===== config.mk =====
export PLATFORM = sky130hd
export DESIGN_NAME = ps2_mouse_packet_decoder_top
export DESIGN_NICKNAME = d
export VERILOG_FILES = /design/src/design/ps2md_pkg.sv /design/src/design/ps2md_core.sv /design/src/design/ps2md_evbuf.sv /design/src/design/ps2_mouse_packet_decoder_top.sv
export SDC_FILE = /design/constraint.sdc
export NUM_CORES = 1
export LEC_CHECK = 0
export BUFFER_PORTS_ARGS = -buffer_cell sky130_fd_sc_hd__buf_2
export CELL_PAD_IN_SITES_DETAIL_PLACEMENT = 1
export CELL_PAD_IN_SITES_GLOBAL_PLACEMENT = 1
export CORE_ASPECT_RATIO = 1.1
export CORE_MARGIN = 10
export CORE_UTILIZATION = 45
export DETAILED_ROUTE_END_ITERATION = 10
export PLACE_DENSITY_LB_ADDON = 0.15
export REMOVE_ABC_BUFFERS = 1
export SETUP_SLACK_MARGIN = 0.5
export SLEW_MARGIN = 5
export SYNTH_ARGS = -nofsm -noshare
export SYNTH_HDL_FRONTEND = slang
export SYNTH_SLANG_ARGS = --single-unit

===== constraint.sdc =====
create_clock -name i_clk -period 12.2 [get_ports i_clk]
set_input_delay 0.61 -clock i_clk [delete_from_list [all_inputs] [get_ports i_clk]]
set_output_delay 0.61 -clock i_clk [all_outputs]
set_load 0.1 [all_outputs]

===== src/design/ps2md_pkg.sv =====
// Shared types, constants and arithmetic helpers for the PS/2 mouse packet decoder.
// Used by ps2md_core, ps2md_evbuf and ps2_mouse_packet_decoder_top; depends on nothing.
package ps2md_pkg;

    localparam int POS_BITS = 16;
    localparam int SW       = POS_BITS + 2;
    localparam int EV_SLOTS = 3;
    localparam int SLOT_W   = $clog2(EV_SLOTS);
    localparam int CNT_W    = $clog2(EV_SLOTS + 1);
    localparam int TDATA_W  = 88;

    localparam logic signed [POS_BITS-1:0] POS_RESET = POS_BITS'(10);
    localparam logic signed [SW-1:0] POS_HI = SW'((64'sd1 <<< (POS_BITS - 1)) - 64'sd1);
    localparam logic signed [SW-1:0] POS_LO = SW'(-(64'sd1 <<< (POS_BITS - 1)));

    localparam logic [1:0] MODE_STD   = 2'd0;
    localparam logic [1:0] MODE_WHEEL = 2'd1;
    localparam logic [1:0] MODE_FIVE  = 2'd2;

    localparam logic [1:0] CFG_MODE   = 2'd0;
    localparam logic [1:0] CFG_CLAMP  = 2'd1;
    localparam logic [1:0] CFG_WIDTH  = 2'd2;
    localparam logic [1:0] CFG_HEIGHT = 2'd3;

    localparam logic [1:0] BYTE_HDR = 2'd0;
    localparam logic [1:0] BYTE_X   = 2'd1;
    localparam logic [1:0] BYTE_Y   = 2'd2;
    localparam logic [1:0] BYTE_EXT = 2'd3;

    localparam logic [2:0] BTN_LEFT   = 3'd0;
    localparam logic [2:0] BTN_RIGHT  = 3'd1;
    localparam logic [2:0] BTN_MIDDLE = 3'd2;
    localparam logic [2:0] BTN_FOURTH = 3'd3;
    localparam logic [2:0] BTN_FIFTH  = 3'd4;

    localparam logic [3:0] NIB_H_NEG = 4'hE;
    localparam logic [3:0] NIB_V_NEG = 4'hF;
    localparam logic [3:0] NIB_V_POS = 4'h1;
    localparam logic [3:0] NIB_H_POS = 4'h2;

    typedef enum logic [2:0] {
        KIND_DOWN  = 3'd0,
        KIND_UP    = 3'd1,
        KIND_MOVE  = 3'd2,
        KIND_WHEEL = 3'd3,
        KIND_SYNC  = 3'd4
    } t_kind;

    typedef struct packed {
        logic [1:0]  mode;
        logic        clamp;
        logic [12:0] width;
        logic [12:0] height;
    } t_cfg;

    typedef struct packed {
        t_kind              kind;
        logic [2:0]         button_id;
        logic signed [7:0]  delta_a;
        logic signed [7:0]  delta_b;
        logic signed [15:0] pos_x;
        logic signed [15:0] pos_y;
        logic signed [15:0] wheel_v;
        logic signed [15:0] wheel_h;
        logic [4:0]         buttons;
    } t_event;

    function automatic logic signed [15:0] sat16(input logic signed [16:0] v);
        logic signed [15:0] r;
        if (v > 17'sd32767) begin
            r = 16'sh7FFF;
        end else if (v < -17'sd32768) begin
            r = 16'sh8000;
        end else begin
            r = v[15:0];
        end
        return r;
    endfunction

    function automatic logic signed [SW-1:0] clamp_screen(input logic signed [SW-1:0] v,
                                                          input logic [12:0] size);
        logic signed [SW-1:0] top;
        logic signed [SW-1:0] r;
        top = $signed(SW'(size)) - $signed(SW'(1));
        r   = v;
        if (r > top) begin
            r = top;
        end
        if (r[SW-1]) begin
            r = '0;
        end
        return r;
    endfunction

    function automatic logic signed [POS_BITS-1:0] sat_pos(input logic signed [SW-1:0] v);
        logic signed [SW-1:0] r;
        r = v;
        if (r > POS_HI) begin
            r = POS_HI;
        end else if (r < POS_LO) begin
            r = POS_LO;
        end
        return r[POS_BITS-1:0];
    endfunction

    function automatic logic signed [15:0] pos_out(input logic signed [POS_BITS-1:0] p);
        logic signed [POS_BITS+15:0] e;
        e = (POS_BITS + 16)'(p);
        return e[15:0];
    endfunction

endpackage


===== src/design/ps2md_core.sv =====
// Packet framing, decoder state and single-pass event generation for one received byte.
// Depends on ps2md_pkg.
module ps2md_core (
    input  logic                                           i_clk,
    input  logic                                           i_rst_n,
    input  logic                                           i_fire,
    input  logic [7:0]                                     i_byte,
    input  ps2md_pkg::t_cfg                                i_cfg,
    output ps2md_pkg::t_event [ps2md_pkg::EV_SLOTS-1:0]    o_events,
    output logic [ps2md_pkg::CNT_W-1:0]                    o_count
);

    logic [1:0]                               r_idx,  n_idx;
    logic                                     r_err,  n_err;
    logic [7:0]                               r_xb,   n_xb;
    logic signed [ps2md_pkg::POS_BITS-1:0]    r_px,   n_px;
    logic signed [ps2md_pkg::POS_BITS-1:0]    r_py,   n_py;
    logic signed [15:0]                       r_wv,   n_wv;
    logic signed [15:0]                       r_wh,   n_wh;
    logic [4:0]                               r_bs,   n_bs;

    logic signed [7:0]                        dx, dy;
    logic signed [ps2md_pkg::SW-1:0]          sum_x, sum_y, cl_x, cl_y;
    logic signed [7:0]                        wv_step, wh_step;
    logic                                     wheel_mode;
    logic [4:0]                               bs0, bs1, bs2;
    logic [ps2md_pkg::EV_SLOTS-1:0]           cv;
    ps2md_pkg::t_event [ps2md_pkg::EV_SLOTS-1:0] cand;
    ps2md_pkg::t_event [ps2md_pkg::EV_SLOTS-1:0] list;
    logic [ps2md_pkg::CNT_W-1:0]              cnt;

    always_comb begin
        dx    = $signed(r_xb);
        dy    = $signed(8'(8'd0 - i_byte));
        sum_x = ps2md_pkg::SW'(r_px) + ps2md_pkg::SW'(dx);
        sum_y = ps2md_pkg::SW'(r_py) + ps2md_pkg::SW'(dy);
        cl_x  = sum_x;
        cl_y  = sum_y;
        if (i_cfg.clamp) begin
            cl_x = ps2md_pkg::clamp_screen(sum_x, i_cfg.width);
            cl_y = ps2md_pkg::clamp_screen(sum_y, i_cfg.height);
        end

        wheel_mode = (i_cfg.mode == ps2md_pkg::MODE_WHEEL) ||
                     (i_cfg.mode == ps2md_pkg::MODE_FIVE);
        wv_step = '0;
        wh_step = '0;
        if (i_cfg.mode == ps2md_pkg::MODE_WHEEL) begin
            wv_step = $signed(i_byte);
        end else if (i_cfg.mode == ps2md_pkg::MODE_FIVE) begin
            unique case (i_byte[3:0])
                ps2md_pkg::NIB_H_NEG: wh_step = -8'sd1;
                ps2md_pkg::NIB_V_NEG: wv_step = -8'sd1;
                ps2md_pkg::NIB_V_POS: wv_step = 8'sd1;
                ps2md_pkg::NIB_H_POS: wh_step = 8'sd1;
                default: ;
            endcase
        end
    end

    always_comb begin
        n_idx = r_idx;
        n_err = r_err;
        n_xb  = r_xb;
        n_px  = r_px;
        n_py  = r_py;
        n_wv  = r_wv;
        n_wh  = r_wh;
        bs0   = r_bs;
        bs1   = r_bs;
        bs2   = r_bs;
        cv    = '0;
        cand  = '0;

        unique case (r_idx)
            ps2md_pkg::BYTE_HDR: begin
                if (!i_byte[3]) begin
                    n_err        = 1'b1;
                    cv[0]        = r_err;
                    cand[0].kind = ps2md_pkg::KIND_SYNC;
                end else begin
                    bs0[0] = i_byte[0];
                    bs1    = bs0;
                    bs1[1] = i_byte[1];
                    bs2    = bs1;
                    bs2[2] = i_byte[2];
                    cv[0]  = i_byte[0] != r_bs[0];
                    cv[1]  = i_byte[1] != r_bs[1];
                    cv[2]  = i_byte[2] != r_bs[2];
                    cand[0].kind      = i_byte[0] ? ps2md_pkg::KIND_DOWN : ps2md_pkg::KIND_UP;
                    cand[0].button_id = ps2md_pkg::BTN_LEFT;
                    cand[1].kind      = i_byte[1] ? ps2md_pkg::KIND_DOWN : ps2md_pkg::KIND_UP;
                    cand[1].button_id = ps2md_pkg::BTN_RIGHT;
                    cand[2].kind      = i_byte[2] ? ps2md_pkg::KIND_DOWN : ps2md_pkg::KIND_UP;
                    cand[2].button_id = ps2md_pkg::BTN_MIDDLE;
                    n_idx = ps2md_pkg::BYTE_X;
                end
            end
            ps2md_pkg::BYTE_X: begin
                n_xb  = i_byte;
                n_idx = ps2md_pkg::BYTE_Y;
            end
            ps2md_pkg::BYTE_Y: begin
                if (dx != 8'sd0 || dy != 8'sd0) begin
                    n_px            = ps2md_pkg::sat_pos(cl_x);
                    n_py            = ps2md_pkg::sat_pos(cl_y);
                    cv[0]           = 1'b1;
                    cand[0].kind    = ps2md_pkg::KIND_MOVE;
                    cand[0].delta_a = dx;
                    cand[0].delta_b = dy;
                end
                n_idx = wheel_mode ? ps2md_pkg::BYTE_EXT : ps2md_pkg::BYTE_HDR;
            end
            ps2md_pkg::BYTE_EXT: begin
                n_idx = ps2md_pkg::BYTE_HDR;
                if (wv_step != 8'sd0 || wh_step != 8'sd0) begin
                    n_wv            = ps2md_pkg::sat16(17'(r_wv) + 17'(wv_step));
                    n_wh            = ps2md_pkg::sat16(17'(r_wh) + 17'(wh_step));
                    cv[0]           = 1'b1;
                    cand[0].kind    = ps2md_pkg::KIND_WHEEL;
                    cand[0].delta_a = wv_step;
                    cand[0].delta_b = wh_step;
                end
                if (i_cfg.mode == ps2md_pkg::MODE_FIVE) begin
                    bs1[3] = i_byte[4];
                    bs2    = bs1;
                    bs2[4] = i_byte[5];
                    cv[1]  = i_byte[4] != r_bs[3];
                    cv[2]  = i_byte[5] != r_bs[4];
                    cand[1].kind      = i_byte[4] ? ps2md_pkg::KIND_DOWN : ps2md_pkg::KIND_UP;
                    cand[1].button_id = ps2md_pkg::BTN_FOURTH;
                    cand[2].kind      = i_byte[5] ? ps2md_pkg::KIND_DOWN : ps2md_pkg::KIND_UP;
                    cand[2].button_id = ps2md_pkg::BTN_FIFTH;
                end
            end
        endcase

        n_bs = bs2;

        for (int i = 0; i < ps2md_pkg::EV_SLOTS; i++) begin
            cand[i].pos_x   = ps2md_pkg::pos_out(n_px);
            cand[i].pos_y   = ps2md_pkg::pos_out(n_py);
            cand[i].wheel_v = n_wv;
            cand[i].wheel_h = n_wh;
        end
        cand[0].buttons = bs0;
        cand[1].buttons = bs1;
        cand[2].buttons = bs2;
    end

    always_comb begin
        list = '0;
        cnt  = '0;
        for (int i = 0; i < ps2md_pkg::EV_SLOTS; i++) begin
            if (cv[i]) begin
                list[cnt[ps2md_pkg::SLOT_W-1:0]] = cand[i];
                cnt = cnt + ps2md_pkg::CNT_W'(1);
            end
        end
    end

    assign o_events = list;
    assign o_count  = cnt;

    always_ff @(posedge i_clk) begin
        if (!i_rst_n) begin
            r_idx <= ps2md_pkg::BYTE_HDR;
            r_err <= 1'b0;
            r_xb  <= '0;
            r_px  <= ps2md_pkg::POS_RESET;
            r_py  <= ps2md_pkg::POS_RESET;
            r_wv  <= '0;
            r_wh  <= '0;
            r_bs  <= '0;
        end else if (i_fire) begin
            r_idx <= n_idx;
            r_err <= n_err;
            r_xb  <= n_xb;
            r_px  <= n_px;
            r_py  <= n_py;
            r_wv  <= n_wv;
            r_wh  <= n_wh;
            r_bs  <= n_bs;
        end
    end

endmodule


===== src/design/ps2md_evbuf.sv =====
// Result register holding the events of one byte and presenting them one beat at a time.
// Depends on ps2md_pkg.
module ps2md_evbuf (
    input  logic                                           i_clk,
    input  logic                                           i_rst_n,
    input  logic                                           i_load,
    input  ps2md_pkg::t_event [ps2md_pkg::EV_SLOTS-1:0]    i_events,
    input  logic [ps2md_pkg::CNT_W-1:0]                    i_count,
    input  logic                                           i_ready,
    output logic                                           o_valid,
    output ps2md_pkg::t_event                              o_event,
    output logic                                           o_last,
    output logic                                           o_room
);

    ps2md_pkg::t_event [ps2md_pkg::EV_SLOTS-1:0] r_ev;
    logic [ps2md_pkg::SLOT_W-1:0]                r_rd;
    logic [ps2md_pkg::CNT_W-1:0]                 r_rem;
    logic                                        pop;

    assign o_valid = r_rem != '0;
    assign pop     = o_valid && i_ready;
    assign o_last  = r_rem == ps2md_pkg::CNT_W'(1);
    assign o_room  = !o_valid || (o_last && pop);
    assign o_event = r_ev[r_rd];

    always_ff @(posedge i_clk) begin
        if (!i_rst_n) begin
            r_rem <= '0;
            r_rd  <= '0;
        end else if (i_load) begin
            r_rem <= i_count;
            r_rd  <= '0;
        end else if (pop) begin
            r_rem <= r_rem - ps2md_pkg::CNT_W'(1);
            r_rd  <= r_rd + ps2md_pkg::SLOT_W'(1);
        end
    end

    always_ff @(posedge i_clk) begin
        if (i_load) begin
            r_ev <= i_events;
        end
    end

endmodule


===== src/design/ps2_mouse_packet_decoder_top.sv =====
// Flow: an accepted byte waits in the input register until the result register has room;
// it is then decoded and its first event beat is presented from the result register.
// Throughput: one event beat per cycle while the sink is ready; a byte is taken every cycle
// while bytes give at most one event and beats are taken; else it waits for the last beat.
// Reset is synchronous, active low; it clears framing, positions (to 10), wheels and buttons.
// Depends on ps2md_pkg, ps2md_core and ps2md_evbuf.
module ps2_mouse_packet_decoder_top (
    input  logic                              i_clk,
    input  logic                              i_rst_n,
    input  logic                              i_s_tvalid,
    output logic                              o_s_tready,
    input  logic [7:0]                        i_s_tdata,   // rx_byte
    output logic                              o_m_tvalid,
    input  logic                              i_m_tready,
    // button_id, delta_a, delta_b, pos_x, pos_y, wheel_v, wheel_h, buttons
    output logic [ps2md_pkg::TDATA_W-1:0]     o_m_tdata,
    output logic [2:0]                        o_m_tuser,   // event_kind
    output logic                              o_m_tlast,
    input  logic                              i_cfg_valid,
    output logic                              o_cfg_ready,
    input  logic [1:0]                        i_cfg_index,
    input  logic [12:0]                       i_cfg_data
);

    ps2md_pkg::t_cfg                             r_cfg;
    logic                                        r_in_valid;
    logic [7:0]                                  r_in_byte;
    logic                                        fire;
    logic                                        room;
    ps2md_pkg::t_event [ps2md_pkg::EV_SLOTS-1:0] events;
    logic [ps2md_pkg::CNT_W-1:0]                 count;
    ps2md_pkg::t_event                           ev;

    assign o_cfg_ready = 1'b1;
    assign fire        = r_in_valid && room;
    assign o_s_tready  = !r_in_valid || fire;

    always_ff @(posedge i_clk) begin
        if (!i_rst_n) begin
            r_cfg.mode   <= ps2md_pkg::MODE_STD;
            r_cfg.clamp  <= 1'b0;
            r_cfg.width  <= 13'd640;
            r_cfg.height <= 13'd480;
        end else if (i_cfg_valid) begin
            unique case (i_cfg_index)
                ps2md_pkg::CFG_MODE:   r_cfg.mode   <= i_cfg_data[1:0];
                ps2md_pkg::CFG_CLAMP:  r_cfg.clamp  <= i_cfg_data[0];
                ps2md_pkg::CFG_WIDTH:  r_cfg.width  <= i_cfg_data;
                ps2md_pkg::CFG_HEIGHT: r_cfg.height <= i_cfg_data;
            endcase
        end
    end

    always_ff @(posedge i_clk) begin
        if (!i_rst_n) begin
            r_in_valid <= 1'b0;
        end else if (o_s_tready) begin
            r_in_valid <= i_s_tvalid;
        end
    end

    always_ff @(posedge i_clk) begin
        if (i_s_tvalid && o_s_tready) begin
            r_in_byte <= i_s_tdata;
        end
    end

    ps2md_core u_core (
        .i_clk    (i_clk),
        .i_rst_n  (i_rst_n),
        .i_fire   (fire),
        .i_byte   (r_in_byte),
        .i_cfg    (r_cfg),
        .o_events (events),
        .o_count  (count)
    );

    ps2md_evbuf u_evbuf (
        .i_clk    (i_clk),
        .i_rst_n  (i_rst_n),
        .i_load   (fire),
        .i_events (events),
        .i_count  (count),
        .i_ready  (i_m_tready),
        .o_valid  (o_m_tvalid),
        .o_event  (ev),
        .o_last   (o_m_tlast),
        .o_room   (room)
    );

    assign o_m_tuser = ev.kind;
    assign o_m_tdata = {ev.buttons, ev.wheel_h, ev.wheel_v, ev.pos_y, ev.pos_x,
                        ev.delta_b, ev.delta_a, ev.button_id};

`ifndef SYNTHESIS
    a_drain_after_last: assert property (@(posedge i_clk) disable iff (!i_rst_n)
        (o_m_tvalid && i_m_tready && o_m_tlast && !fire) |=> !o_m_tvalid)
        else $error("event beats remain after the last beat of a byte was taken");

    a_byte_held: assert property (@(posedge i_clk) disable iff (!i_rst_n)
        (r_in_valid && !fire) |=> (r_in_valid && $stable(r_in_byte)))
        else $error("waiting input byte was lost or overwritten");

    a_no_overrun: assert property (@(posedge i_clk) disable iff (!i_rst_n)
        (o_m_tvalid && !o_m_tlast) |-> !fire)
        else $error("new byte decoded while earlier events were still pending");
`endif

endmodule


### After elaboration in Yosys (flattened, before gate mapping)

Index checks and enable logic that the tools add are counted.
W data, S select, Z words.

* register bits after elaboration: 395
* input port bits: 28
* output and inout port bits: 95

* add/sub/neg operators: 11
* order comparisons: 15
* equal/unequal tests: 19
* mux-type cells: 83
* bitwise gates (word level): 2
* reduce and logical (&&, ||, !) cells: 29

Operators by type and width (number)
* $bwmux W273: 2
* $mux W273: 2
* $demux W91 S2: 2
* $mux W91: 4
* $mux W16: 18
* $bmux W91 S2: 1
* $mux W18: 6
* $add A16 B8 Y17: 4
* $gt A18 B16 Y1 const B: 2
* $gt A18 B18 Y1: 2
* $lt A18 B16 Y1 const B: 2
* $gt A17 B16 Y1 const B: 2
* $lt A17 B16 Y1 const B: 2
* $mux W17: 2
* $mux W8: 4
* $pmux W16 S2: 1
* $pmux W8 S2: 2
* $reduce_bool A8 Y1: 4
* $sub A13 B1 Y14 const B: 2
* $mux W2: 12
* $mux W6: 4
* $pmux W6 S2: 2
* $mux W1: 12
* $reduce_and A2 Y1: 6
* other kinds (31): 59

### Depth between registers and ports, before layout

Gate-level depths: netlist of run 1.

* depth in word-level cells: 17
* depth in mapped cells: 22

### Modules after synthesis

Synthesis of run 1 repeated with hierarchy kept, for this count alone.

* cells, all modules: 2387
* area total of the unflattened synthesis: 23218.5 um^2

Modules (own cells, without submodules)
* ps2md_core: instances 1, cells an instance 1646, area an instance 11234.5 um^2, seq. area each 1601.5 um^2
* ps2md_evbuf: instances 1, cells an instance 604, area an instance 10483.8 um^2, seq. area each 8277.9 um^2
* ps2_mouse_packet_decoder_top: instances 1, cells an instance 137, area an instance 1500.2 um^2, seq. area each 840.8 um^2

### Worst setup path after synthesis of run 1

OpenSTA, ideal clock, no wires.

* path type: reg-to-reg
* start point: register u_evbuf.r_rem[0] in the netlist's numbering
* end point: register u_core.r_bs[0]
* setup time: 0.473 ns
* arrival: 8.702 ns
* slack: 3.025 ns
* cell stages (with the launch flop): 8
* buffers on the path: 2
* clock period less this slack: 9.175 ns
* cell sequence: dfxtp_1 ha_1 a21oi_1 nand2b_1 inv_1 clkbuf_1 clkbuf_1 a211oi_1

* elaborated cells between the ends (all ways): 7
* those cells by class: 1 x eq/ne; 6 x reduce/logical

RTL lines
* start: declaration: line ps2md_evbuf.sv:18 `logic [ps2md_pkg::CNT_W-1:0] r_rem;`
* start signal: assignment: line ps2md_evbuf.sv:32 `r_rem <= i_count;`
* start signal: assignment: line ps2md_evbuf.sv:35 `r_rem <= r_rem - ps2md_pkg::CNT_W'(1);`
* $eq A2 B1 Y1: line ps2md_evbuf.sv:23 `assign o_last = r_rem == ps2md_pkg::CNT_W'(1);`
* named net o_m_tlast: line ps2_mouse_packet_decoder_top.sv:18 `output logic o_m_tlast,`
* $logic_and A1 B1 Y1: line ps2md_evbuf.sv:24 `assign o_room = !o_valid || (o_last && pop);`
* $logic_or A1 B1 Y1: line ps2md_evbuf.sv:24
* $logic_and A1 B1 Y1: line ps2_mouse_packet_decoder_top.sv:35 `assign fire = r_in_valid && room;`
* named net fire: line ps2_mouse_packet_decoder_top.sv:28 `logic fire;`
* end signal: assignment: line ps2md_core.sv:183 `r_bs <= n_bs;`
* end: declaration: line ps2md_core.sv:20 `logic [4:0] r_bs, n_bs;`

The timed path passes the listed nets, and every way through them passes these cells.
A chain may end at the register's enable or synchronous reset.

==> out/results.ini, run 1 <==
[synth]
avgSynthCellArea_sq_um = 9.19
yosys.area.top_type_share_pct = 34.4
synthesis.area_sq_mm = 0.0213
synth.distinct_cells = 78
synth_top_family_by_area = compound AO/OA/AOI/OAI gates
ys_warn_count = 0
synthArstFlopShare_pct = 0
ys.flop_type = edfxtp_1
synth-simple-area-share_pct = 18.2
yosysTopAreaCell = edfxtp_1
synth_enable_flop_cells = 244
synthTopCellsByArea = edfxtp_1 34%, dfxtp_1 11%, ha_1 6.9%, nor2_1 5.3%, nand2_1 4.1%
synth_xor_xnor_area_share_pct = 3.17
synth-compound-area-share_pct = 18.7
seq_area_frac_synth_pct = 45.1
synthMuxAreaShare_pct = 3.76
syn_inst = 2319
yosys_register_bits = 358
synthAdderAreaFrac_pct = 7.40

[power]
power_frac_comb_pct = 40.7
p_clk_share_pct = 26.0
p_switching_w = 0.00217
p_int_w = 0.00252
p_per_area_mw_per_mm2 = 198
ir_drop_uv = 131
fin_total_pwr_w = 0.00470
leakagePower_nw = 8.78
swShare_pct = 46.3
seqPwrFrac_pct = 33.3

[setup_path]
rr_startpoint = r_in_byte[2]$_DFFE_PP_
cp-endpoint = u_evbuf.r_ev[38]$_DFFE_PP_
crit_start = r_in_byte[2]$_DFFE_PP_
cp_data_required_time_ns = 12.47
critical_path_class = flop to flop
reg2reg_depth = 20
start_kind = flop
worstSetupEndpointType = flop
cp_max_fo = 13
crit_arrival_ns = 7.07
rr_endpoint = u_evbuf.r_ev[38]$_DFFE_PP_
r2r_slack_ns = 5.40

[sta]
final_hold_viol_count = 0
setup-violations-final = 0
slew_headroom_pct = 8.29
final_max_slew_viol_count = 0
grt_setup_unrepaired = false
clock_skew_ns = 0.0275
worstMarginPinSlew_ns = 1.37
min_period_ns = 6.80
holdWs_ns = 0.253
fin_ws_ns = 5.40
fmax_ghz = 0.147
setup_tns_ns = 0
fin_crit_sh_pct = 55.7

[global_routing]
antenna_found_initial = 1
gr-usage-all-layers_pct = 24.8
grt_max_degree = 100
grt_pass1_wl_um = 110000
grt_pass1_vias = 19300
overflow = 0

[floorplanning]
die_h_um = 248
start_util_pct = 45.6
die_w_um = 227
row_count = 83
ios = 123
design.core.area_sq_mm = 0.0467
dieArea_sq_mm = 0.0565

[cts]
cts-resized-gates = 0
path_clk_slew_ns = 0.06
cts_tree = built
cts-root-buf = clkbuf_16
clock_latency_ns = 0.58
cts_buffers = 40
h-tree-depth = 2
cts_hold_buffers = 0
post_cts_buffers = 0
cts.sinks = 358
clk_path_buf_depth = 3

[layout]
antenna_cells = 0
fin_util_pct = 50.8
drive_gt1_share_pct = 10.2
fin_nets = 2535
area_growth_pct = 11.5

[route]
via_count = 18400
drtAntennaViolNets = 0
post_drt_wl_per_cell_um = 23.5
via_per_inst = 6.12
drt_wl_total_um = 70900
drtIter0Drc = 1074
drt_first_pass_iters = 5
drc = 0

[placement]
hpwl_um = 49500
pre_cts_slack_ns = 5.50
port_buffers = 121
place.gp.congestion = 0.931

[worst_hold_path]
hold_class = input pin to flop
min_path_cells = 1

[run_status]
status = completed

[job]
drv_cap = 0

==> area by class of cell <==
class	count	area [sq um]
Clock buffer	59	1170
Inverter	75	289
Timing Repair Buffer	151	831
Fill cell	5398	23000
Multi-Input combinational cell	1759	11000
Sequential cell	358	9610
Clock inverter	15	138
Tap cell	595	744
==> critical path: stages, from the launching register on <==
cell,delay (ns)
edfxtp_1,0.64
nor4_1,0.64
nand4_1,0.20
xnor2_1,0.17
buf_4,0.25
ha_1,0.31
a2111o_1,0.40
o21ai_0,0.51
o21ai_0,0.20
nor2_1,0.15
xnor2_1,0.14
ha_1,0.31
nand2_1,0.06
nor4_1,0.45
o31ai_1,0.22
and3_1,0.19
a311oi_1,0.26
buf_4,0.25
nor2_1,0.19
a2111oi_0,0.81
nor3_1,0.15
==> worst min-delay path by stage <==
stage | start | end | slack (ns)
final | i_s_tdata[5] | r_in_byte[5]$_DFFE_PP_ | 0.25
after global routing | i_s_tdata[5] | r_in_byte[5]$_DFFE_PP_ | 0.22
after CTS | i_s_tdata[5] | r_in_byte[5]$_DFFE_PP_ | 0.22
after detailed placement | u_core.r_wv[1]$_SDFFE_PN0P_ | u_core.r_wv[1]$_SDFFE_PN0P_ | 0.48
after global placement | u_core.r_err$_SDFFE_PN0P_ | u_core.r_err$_SDFFE_PN0P_ | 0.45
after floorplan | u_core.r_err$_SDFFE_PN0P_ | u_core.r_err$_SDFFE_PN0P_ | 0.44
==> layer usage <==
metal | part of all wire [%] | up-vias | wire length, um | track usage (%)
met5 | 0 | - | 0 | 0
met4 | 3.2 | 0 | 2290 | 8.55
met3 | 4.6 | 134 | 3290 | 3.23
met2 | 51 | 457 | 35900 | 45.1
met1 | 42 | 9186 | 29500 | 29.5
li1 | - | 8661 | - | -
==> synth_stat cells, types with 8 or more instances <==
cell,number
nand2b_1,17
nor4_1,23
o2111ai_1,9
mux2i_1,80
xor2_1,32
a221oi_1,8
nand4_1,9
clkbuf_1,105
and2_1,28
nand2_1,235
ha_1,118
o21ai_0,163
dfxtp_1,114
o31ai_1,12
nor3_1,114
a211oi_1,49
a22o_1,45
buf_1,12
nor2b_1,20
o211ai_1,12
o22ai_1,44
nor2_1,303
o21a_1,19
inv_1,72
or2_2,15
a22oi_1,16
a21o_1,22
nand3_1,51
edfxtp_1,244
xnor2_1,45
buf_2,9
a31oi_1,11
a21oi_1,146
and3_1,14
==> state kept, by name, summed over array words and instances, names as in the netlist, 2 cells and up <==
name and cells:
u_core.r_px 16, u_evbuf.r_rd 2, u_core.r_wh 16, u_core.r_idx 2
u_evbuf.r_ev 236, r_in_byte 8, u_core.dx 8, u_evbuf.r_rem 2
r_cfg 29, u_core.r_bs 5, u_core.r_py 16, u_core.r_wv 16
==> power by group through the flow <==
| stage | clock (W) | combinational [W] | sequential, W |
|---|---|---|---|
| after floorplan | 0 | 0.00145 | 0.00162 |
| after global placement | 0 | 0.00189 | 0.00158 |
| after detailed placement | 0 | 0.00192 | 0.00159 |
| after CTS | 0.00124 | 0.00192 | 0.00156 |
| after global routing | 0.00129 | 0.00201 | 0.00158 |
| final | 0.00122 | 0.00191 | 0.00156 |
==> metrics by stage <==
stage	area [sq um]	instances
after floorplan	20800	2192
after detailed placement	22400	2938
after CTS	23800	3012
after global placement	22400	2938
after global routing	23800	3012
final	23800	3012
==> cell families after synthesis <==
family                   after synthesis
other                                  1
adder cells (fa/ha/maj)              124
multiplexers                          80
buffers and inverters                202
AND/OR/NAND/NOR                      859
AO/OA/AOI/OAI                        618
XOR/XNOR                              77
flip-flops                           358
==> layout by cell type (no fill, tap or decap), types with 8 or more instances in the layout <==
cell type | Yosys | layout
or2_2 | 15 | 15
and2_1 | 28 | 28
edfxtp_1 | 244 | 244
o21a_1 | 19 | 19
dfxtp_1 | 114 | 112
a31oi_1 | 11 | 11
clkinv_2 | 0 | 9
ha_1 | 118 | 118
o31ai_1 | 12 | 11
o2111ai_1 | 9 | 9
mux2i_1 | 80 | 80
o211ai_1 | 12 | 12
nand3_1 | 51 | 51
nor2b_1 | 20 | 19
a21o_1 | 22 | 22
clkbuf_1 | 105 | 11
o21ai_0 | 163 | 163
o22ai_1 | 44 | 44
nor3_1 | 114 | 114
xor2_1 | 32 | 32
a21oi_1 | 146 | 146
buf_2 | 9 | 121
nand4_1 | 9 | 9
a22oi_1 | 16 | 16
and3_1 | 14 | 14
clkbuf_16 | 0 | 42
a221oi_1 | 8 | 8
nand2b_1 | 17 | 17
buf_4 | 1 | 30
a211oi_1 | 49 | 49
nand2_1 | 235 | 234
inv_1 | 72 | 71
a22o_1 | 45 | 45
xnor2_1 | 45 | 45
nor4_1 | 23 | 23
nor2_1 | 303 | 300
(Power assumes the default switching activity.)
==> inputs of run 2 (changes only) <==
CORE_UTILIZATION = 44   (was 45)
clock period = 5.75 ns   (was 12.2 ns; I/O delays follow)
==> run 2 against run 1 <==
Register-to-register slack got worse by 5.3 ns. Die area up 2.1%. Critical endpoint unchanged. Critical path depth unchanged. Global-route usage shrank 0.90 points. Non-clock buffer count up 90.
==> out/results.ini, run 2 (synthesized netlist as in run 1, its figures left out) <==
[placement]
pre_cts_slack_ns = -0.235  ; -5.73 ns
place_area_sq_mm = 0.0228  ; +1.5%
hpwl_um = 49400  ; -0.16%
place.gp.congestion = 0.937  ; +0.64%
port_buffers = 121  ; unchanged

[route]
drt_first_pass_iters = 5  ; unchanged
post_drt_wl_per_cell_um = 23.1  ; -1.9%
drtIter0Drc = 1229  ; +14%
via_count = 18900  ; +2.6%
drt_wl_total_um = 72800  ; +2.6%
via_per_inst = 6.00  ; -2.0%
drtAntennaViolNets = 0  ; unchanged
drc = 0  ; unchanged

[global_routing]
gr-usage-all-layers_pct = 23.9  ; -0.90 points
grt_pass1_vias = 19600  ; +1.4%
overflow = 0  ; unchanged
grt_max_degree = 174  ; +74%
grt_pass1_wl_um = 111000  ; +0.77%
antenna_found_initial = 0  ; -1

[cts]
cts.sinks = 358  ; unchanged
cts-root-buf = clkbuf_16
path_clk_slew_ns = 0.06  ; about the same
h-tree-depth = 2  ; unchanged
cts_buffers = 41  ; +2.5%
cts_tree = built
clock_latency_ns = 0.57  ; about the same
clk_path_buf_depth = 3  ; unchanged

[sta]
final_max_slew_viol_count = 0  ; unchanged
worstMarginPinSlew_ns = 1.29  ; -0.0851 ns
clock_skew_ns = 0.0153  ; -0.0122 ns
final_hold_viol_count = 0  ; unchanged
fmax_ghz = 0.177  ; +20%
fin_crit_sh_pct = 98.3  ; +43 points
min_period_ns = 5.65  ; -1.15 ns
setup-violations-final = 0  ; unchanged
slew_headroom_pct = 13.7  ; +5.5 points
fin_ws_ns = 0.0998  ; -5.30 ns
grt_setup_unrepaired = true

[layout]
multiInputGateArea_sq_mm = 0.0118  ; +7.6%
design_area_sq_mm = 0.0255  ; +7.4%
largest_reg_flops = 236  ; unchanged
area_growth_pct = 19.8
reg_top3 = u_evbuf.r_ev: 236 flops, r_cfg: 29 flops
seq_area_sq_mm = 0.00962  ; about the same
fillers = 5411  ; +0.24%
fin_nets = 2627  ; +3.6%
final_common_cell = nor2_1
drive_gt1_share_pct = 17.1  ; +6.9 points
regMostFlops = u_evbuf.r_ev
final_cell_mix = 291 x nor2_1, 244 x edfxtp_1, 232 x nand2_1
antenna_cells = 0  ; unchanged

[worst_hold_path]
min_to = r_cfg[20]$_SDFFE_PN1P_
hold_class = input pin to flop
min_path_cells = 3  ; +2
hp-start = i_cfg_data[7]

[power]
ir_drop_uv = 343  ; +160%
leakagePower_nw = 9.39  ; +6.9%
p_per_area_mw_per_mm2 = 408  ; +110%
fin_total_pwr_w = 0.0104  ; +120%

[setup_path]
cp_max_fo = 5  ; -8
cp_data_required_time_ns = 6.04  ; -6.43 ns
rr_startpoint = r_in_byte[2]$_DFFE_PP_
critPathMaxStageDelay_ns = 0.44  ; -0.37 ns
cpMaxStageDelayCell = nor4_4
worstSetupEndpointType = flop
start_kind = flop
r2r_slack_ns = 0.1  ; -5.30 ns
cp_cell_sequence = or2_2 > nor4_2 > xnor2_1 > ha_1 > o21a_1 > or2_2 > and2_1 > a21o_1 > a21oi_1 > xnor2_2 > ha_1 > nand4_1 > nor4_4 > o31ai_4 > and3_4 > a311oi_4 > nor2_4 > a2111oi_4 > buf_4 > nor3_2
rr_endpoint = u_evbuf.r_ev[38]$_DFFE_PP_
reg2reg_depth = 20  ; unchanged
critical_path_class = flop to flop
crit_arrival_ns = 5.94  ; -1.13 ns

[run_status]
status = completed

[floorplanning]
start_util_pct = 44.5  ; -1.0 points
ios = 123  ; unchanged
die_h_um = 251  ; +1.0%
row_count = 84  ; +1.2%
design.core.area_sq_mm = 0.0478  ; +2.3%
dieArea_sq_mm = 0.0576  ; +2.1%
die_w_um = 230  ; +1.0%

[job]
drv_cap = 0  ; unchanged

[run 2: power by group]
part | total, W | internal, W | leakage, nW | switching, W
Clock | 0.00273 | 0.00163 | 0.670 | 0.00110
Sequential | 0.00330 | 0.00317 | 3.26 | 0.000129
Combinational | 0.00438 | 0.000829 | 5.45 | 0.00355
[run 2: repair_timing]
action,CTS,global route
cloned,2,1
hold buffers,17,0
hold endpoints to repair,21,0
endpoints found under the setup margin,60,110
buffers inserted,17,18
pin swaps,26,62
gates resized for setup,67,98
[run 2: routing by layer]
layer  wire length [um]  up-vias  part of all wire [%]  global-route usage [%]
met5                  0        -                     0                       0
met4               2720        0                   3.7                    8.73
met3               3400      148                   4.7                    4.02
met2              36700      442                    50                    42.7
met1              29900     9488                    41                    28.3
li1                   -     8834                     -                       -
[run 2: worst max path at each step]
stage	from	to	cells past startpoint
global route	r_in_byte[2]$_DFFE_PP_	u_evbuf.r_ev[38]$_DFFE_PP_	20
floorplan	u_evbuf.r_rem[0]$_SDFFE_PN0P_	u_core.r_wv[13]$_SDFFE_PN0P_	7
global placement	r_in_byte[2]$_DFFE_PP_	u_evbuf.r_ev[38]$_DFFE_PP_	21
finish	r_in_byte[2]$_DFFE_PP_	u_evbuf.r_ev[38]$_DFFE_PP_	20
detailed placement	r_in_byte[3]$_DFFE_PP_	u_evbuf.r_ev[44]$_DFFE_PP_	20
CTS	r_in_byte[2]$_DFFE_PP_	u_evbuf.r_ev[228]$_SDFFCE_PN0P_	20
[run 2: through the flow]
step | util [%] | hold slack (ns) | TNS (ns) | std cells
after floorplan | - | 0.359 | -572.86 | 2192
after global placement | 47.7 | 0.452 | -0.0246 | 3024
after detailed placement | 47.7 | 0.465 | -6.43 | 3024
after CTS | 52.0 | 0.000852 | 0 | 3133
after global routing | 53.4 | 0.0244 | -0.649 | 3152
final | 53.4 | 0.0188 | 0 | 3152
[run 2: worst max-delay path: cells and delay by family, from the launching register on]
kind                       cells  cell delay [ns]
buffers and inverters          1             0.19
AOI/OAI and AO/OA              6             1.61
xor gates and xnor gates       2             0.44
adders and majority gates      2             0.70
DFF                            1             0.41
and+or+nand+nor                9             2.04
[run 2: final cells by class]
class / instances / area share, %
multi-input combinational: 1760 / 46.3
sequential: 358 / 37.7
timing repair buffer: 241 / 6.39
clock buffer: 51 / 4.32
tap: 645 / 3.16
inverter: 75 / 1.13
clock inverter: 22 / 1.04
==> inputs of run 3 (changes only) <==
CORE_MARGIN = 5   (was 10)
==> run 3 against run 2 <==
Power decreased by 1.3%. Register-to-register slack improved by 0.09 ns. Hold slack improved by 0.022 ns. Sequential power about the same. Non-clock buffer count increased by 8. Clock-buffer cell count increased by 2. Largest cell class unchanged.
==> out/results.ini, run 3 (synthesized netlist as in run 1, its figures left out) <==
[run_status]
status = completed

[worst_hold_path]
hold_class = input pin to flop
hp-start = i_cfg_data[1]

[floorplanning]
die_h_um = 241  ; -4.0%
die_w_um = 220  ; -4.4%
start_util_pct = 44.5  ; unchanged
design.core.area_sq_mm = 0.0478  ; unchanged
ios = 123  ; unchanged
dieArea_sq_mm = 0.0529  ; -8.2%
row_count = 84  ; unchanged

[placement]
port_buffers = 121  ; unchanged
hpwl_um = 48600  ; -1.5%
place_area_sq_mm = 0.0228  ; about the same
place.gp.congestion = 0.922  ; -1.6%

[cts]
clock_latency_ns = 0.56  ; about the same
cts_tree = built
h-tree-depth = 2  ; unchanged
cts-root-buf = clkbuf_16
cts.sinks = 358  ; unchanged
path_clk_slew_ns = 0.06  ; about the same
cts_buffers = 41  ; unchanged
clk_path_buf_depth = 3  ; unchanged

[power]
p_clk_share_pct = 25.5  ; -0.7 points
ir_drop_uv = 323  ; -5.7%
p_int_w = 0.00555  ; -1.4%
power_frac_comb_pct = 42.3  ; +0.2 points
fin_total_pwr_w = 0.0103  ; -1.3%
seqPwrFrac_pct = 32.2  ; +0.5 points
p_switching_w = 0.00472  ; -1.1%
p_per_area_mw_per_mm2 = 404  ; -0.99%
leakagePower_nw = 9.39  ; about the same
swShare_pct = 46.0  ; +0.088 points

[setup_path]
cp_cell_sequence = buf_6 > or2_4 > nor4_4 > xnor2_2 > ha_1 > o21a_1 > a221o_1 > o21a_1 > a211oi_2 > xor2_1 > inv_1 > ha_4 > nand3_4 > buf_4 > o221ai_2 > a32oi_2 > a31oi_2 > o31a_1 > o21ai_4 > buf_4 > a211oi_4 > nor3_2
cpMaxStageDelayCell = edfxtp_1
rr_startpoint = r_in_byte[2]$_DFFE_PP_
critical_path_class = flop to flop
worstSetupEndpointType = flop
start_kind = flop
crit_arrival_ns = 5.84  ; -0.10 ns
cp_max_fo = 12  ; +7
critPathMaxStageDelay_ns = 0.41  ; -0.03 ns
cp_data_required_time_ns = 6.04  ; about the same
crit_start = r_in_byte[2]$_DFFE_PP_

[global_routing]
overflow = 0  ; unchanged
grt_pass1_wl_um = 109000  ; -1.7%
antenna_found_initial = 0  ; unchanged
grt_pass1_vias = 19500  ; -0.35%
gr-usage-all-layers_pct = 25.8  ; +1.9 points
grt_max_degree = 77  ; -56%

[route]
drt_wl_total_um = 70800  ; -2.7%
drtIter0Drc = 1155  ; -6.0%
drc = 0  ; unchanged
via_count = 18800  ; -0.44%
via_per_inst = 5.96  ; -0.66%
post_drt_wl_per_cell_um = 22.4  ; -2.9%
drt_first_pass_iters = 7  ; +2
drtAntennaViolNets = 0  ; unchanged

[sta]
min_period_ns = 5.56  ; -0.0943 ns
slew_headroom_pct = 19.1  ; +5.4 points
fmax_ghz = 0.180  ; +1.7%
final_hold_viol_count = 0  ; unchanged
final_max_slew_viol_count = 0  ; unchanged
setup-violations-final = 0  ; unchanged
grt_setup_unrepaired = true
holdWs_ns = 0.0413  ; +0.0225 ns
fin_crit_sh_pct = 96.6  ; -1.6 points
setup_tns_ns = 0  ; unchanged
worstMarginPinSlew_ns = 1.21  ; -0.0809 ns
clock_skew_ns = 0.0118  ; -0.00355 ns

[layout]
largest_reg_flops = 236  ; unchanged
area_growth_pct = 19.4
fin_nets = 2634  ; +0.27%
final_cell_mix = 293 x nor2_1, 244 x edfxtp_1, 232 x nand2_1
fillers = 5407  ; -0.074%
antenna_cells = 0  ; unchanged
reg_top3 = u_evbuf.r_ev: 236 flops, r_cfg: 29 flops
design_area_sq_mm = 0.0254  ; -0.29%
drive_gt1_share_pct = 16.6  ; -0.52 points
regMostFlops = u_evbuf.r_ev
final_common_cell = nor2_1

[job]
drv_cap = 0  ; unchanged

==> run 3: changes by cell type in the layout (fill, tap and decap cells not counted), sizes merged <==
cell,before,now
dlygate4sd3,17,20
nor2,304,303
clkinvlp,2,1
clkbuf,51,53
buf,224,229
bufinv,6,4
clkinv,15,17
inv,74,73
==> run 3: per-layer routing <==
metal  vias up  GRT usage (%)  wire, um
li1       8862              -         -
met1      9433           31.8     29700
met2       386           45.6     35400
met3       147           3.73      2640
met4         0           10.4      3150
met5         -              0         0
==> run 3: worst max-delay path: cells and delay by family, from the launching register on <==
family          cells  cell delay, ns
xor+xnor            2            0.47
flops               1            0.41
fa+ha+maj           2            0.58
buf+inv             4            0.63
simple gates        4            0.72
compound gates     10            2.45
==> run 3: power by group through the flow <==
| stage | Combinational, W | Sequential (W) | Clock [W] |
|---|---|---|---|
| 6_report | 0.00434 | 0.00331 | 0.00262 |
| 5_1_grt | 0.00454 | 0.00334 | 0.00279 |
| 2_1_floorplan | 0.00308 | 0.00343 | 0 |
| 3_5_place_dp | 0.00405 | 0.00336 | 0 |
| 3_3_place_gp | 0.00399 | 0.00333 | 0 |
| 4_1_cts | 0.00420 | 0.00331 | 0.00268 |
==> run 3: layout make-up <==
class	count	area [sq um]	share of cell area, %
inverters	75	289	1.14
clock inverters	20	206	0.811
repair buffers	249	1670	6.58
well taps	645	807	3.17
multi-input cells	1759	11700	46.1
flip-flops and latches	358	9620	37.8
clock buffers	53	1110	4.37
==> run 3: repair_timing <==
item,in CTS,in global routing
gates cloned,1,0
endpoints found under the hold margin,29,0
hold buffers,20,0
setup buffers,23,19
pin swaps,22,51
setup endpoints to repair,60,135
gates resized for setup,76,75
==> run 3: final timing paths <==
check        slack [ns]  depth (start not counted)                          end
min                0.04                          3       r_cfg[14]$_SDFFE_PN0P_
min reg2reg        0.48                          2  u_core.r_wv[1]$_SDFFE_PN0P_
max                0.19                         22   u_evbuf.r_ev[49]$_DFFE_PP_
max reg2reg        0.19                         22   u_evbuf.r_ev[49]$_DFFE_PP_
==> run 3: through the flow <==
step | util, % | instances | worst slack (ns)
detailed placement | 47.6 | 3023 | -0.309
floorplan | - | 2192 | -3.81
finish | 53.2 | 3159 | 0.194
CTS | 52.1 | 3140 | 0.486
global route | 53.2 | 3159 | -0.0488
global placement | 47.6 | 3023 | 0.0166
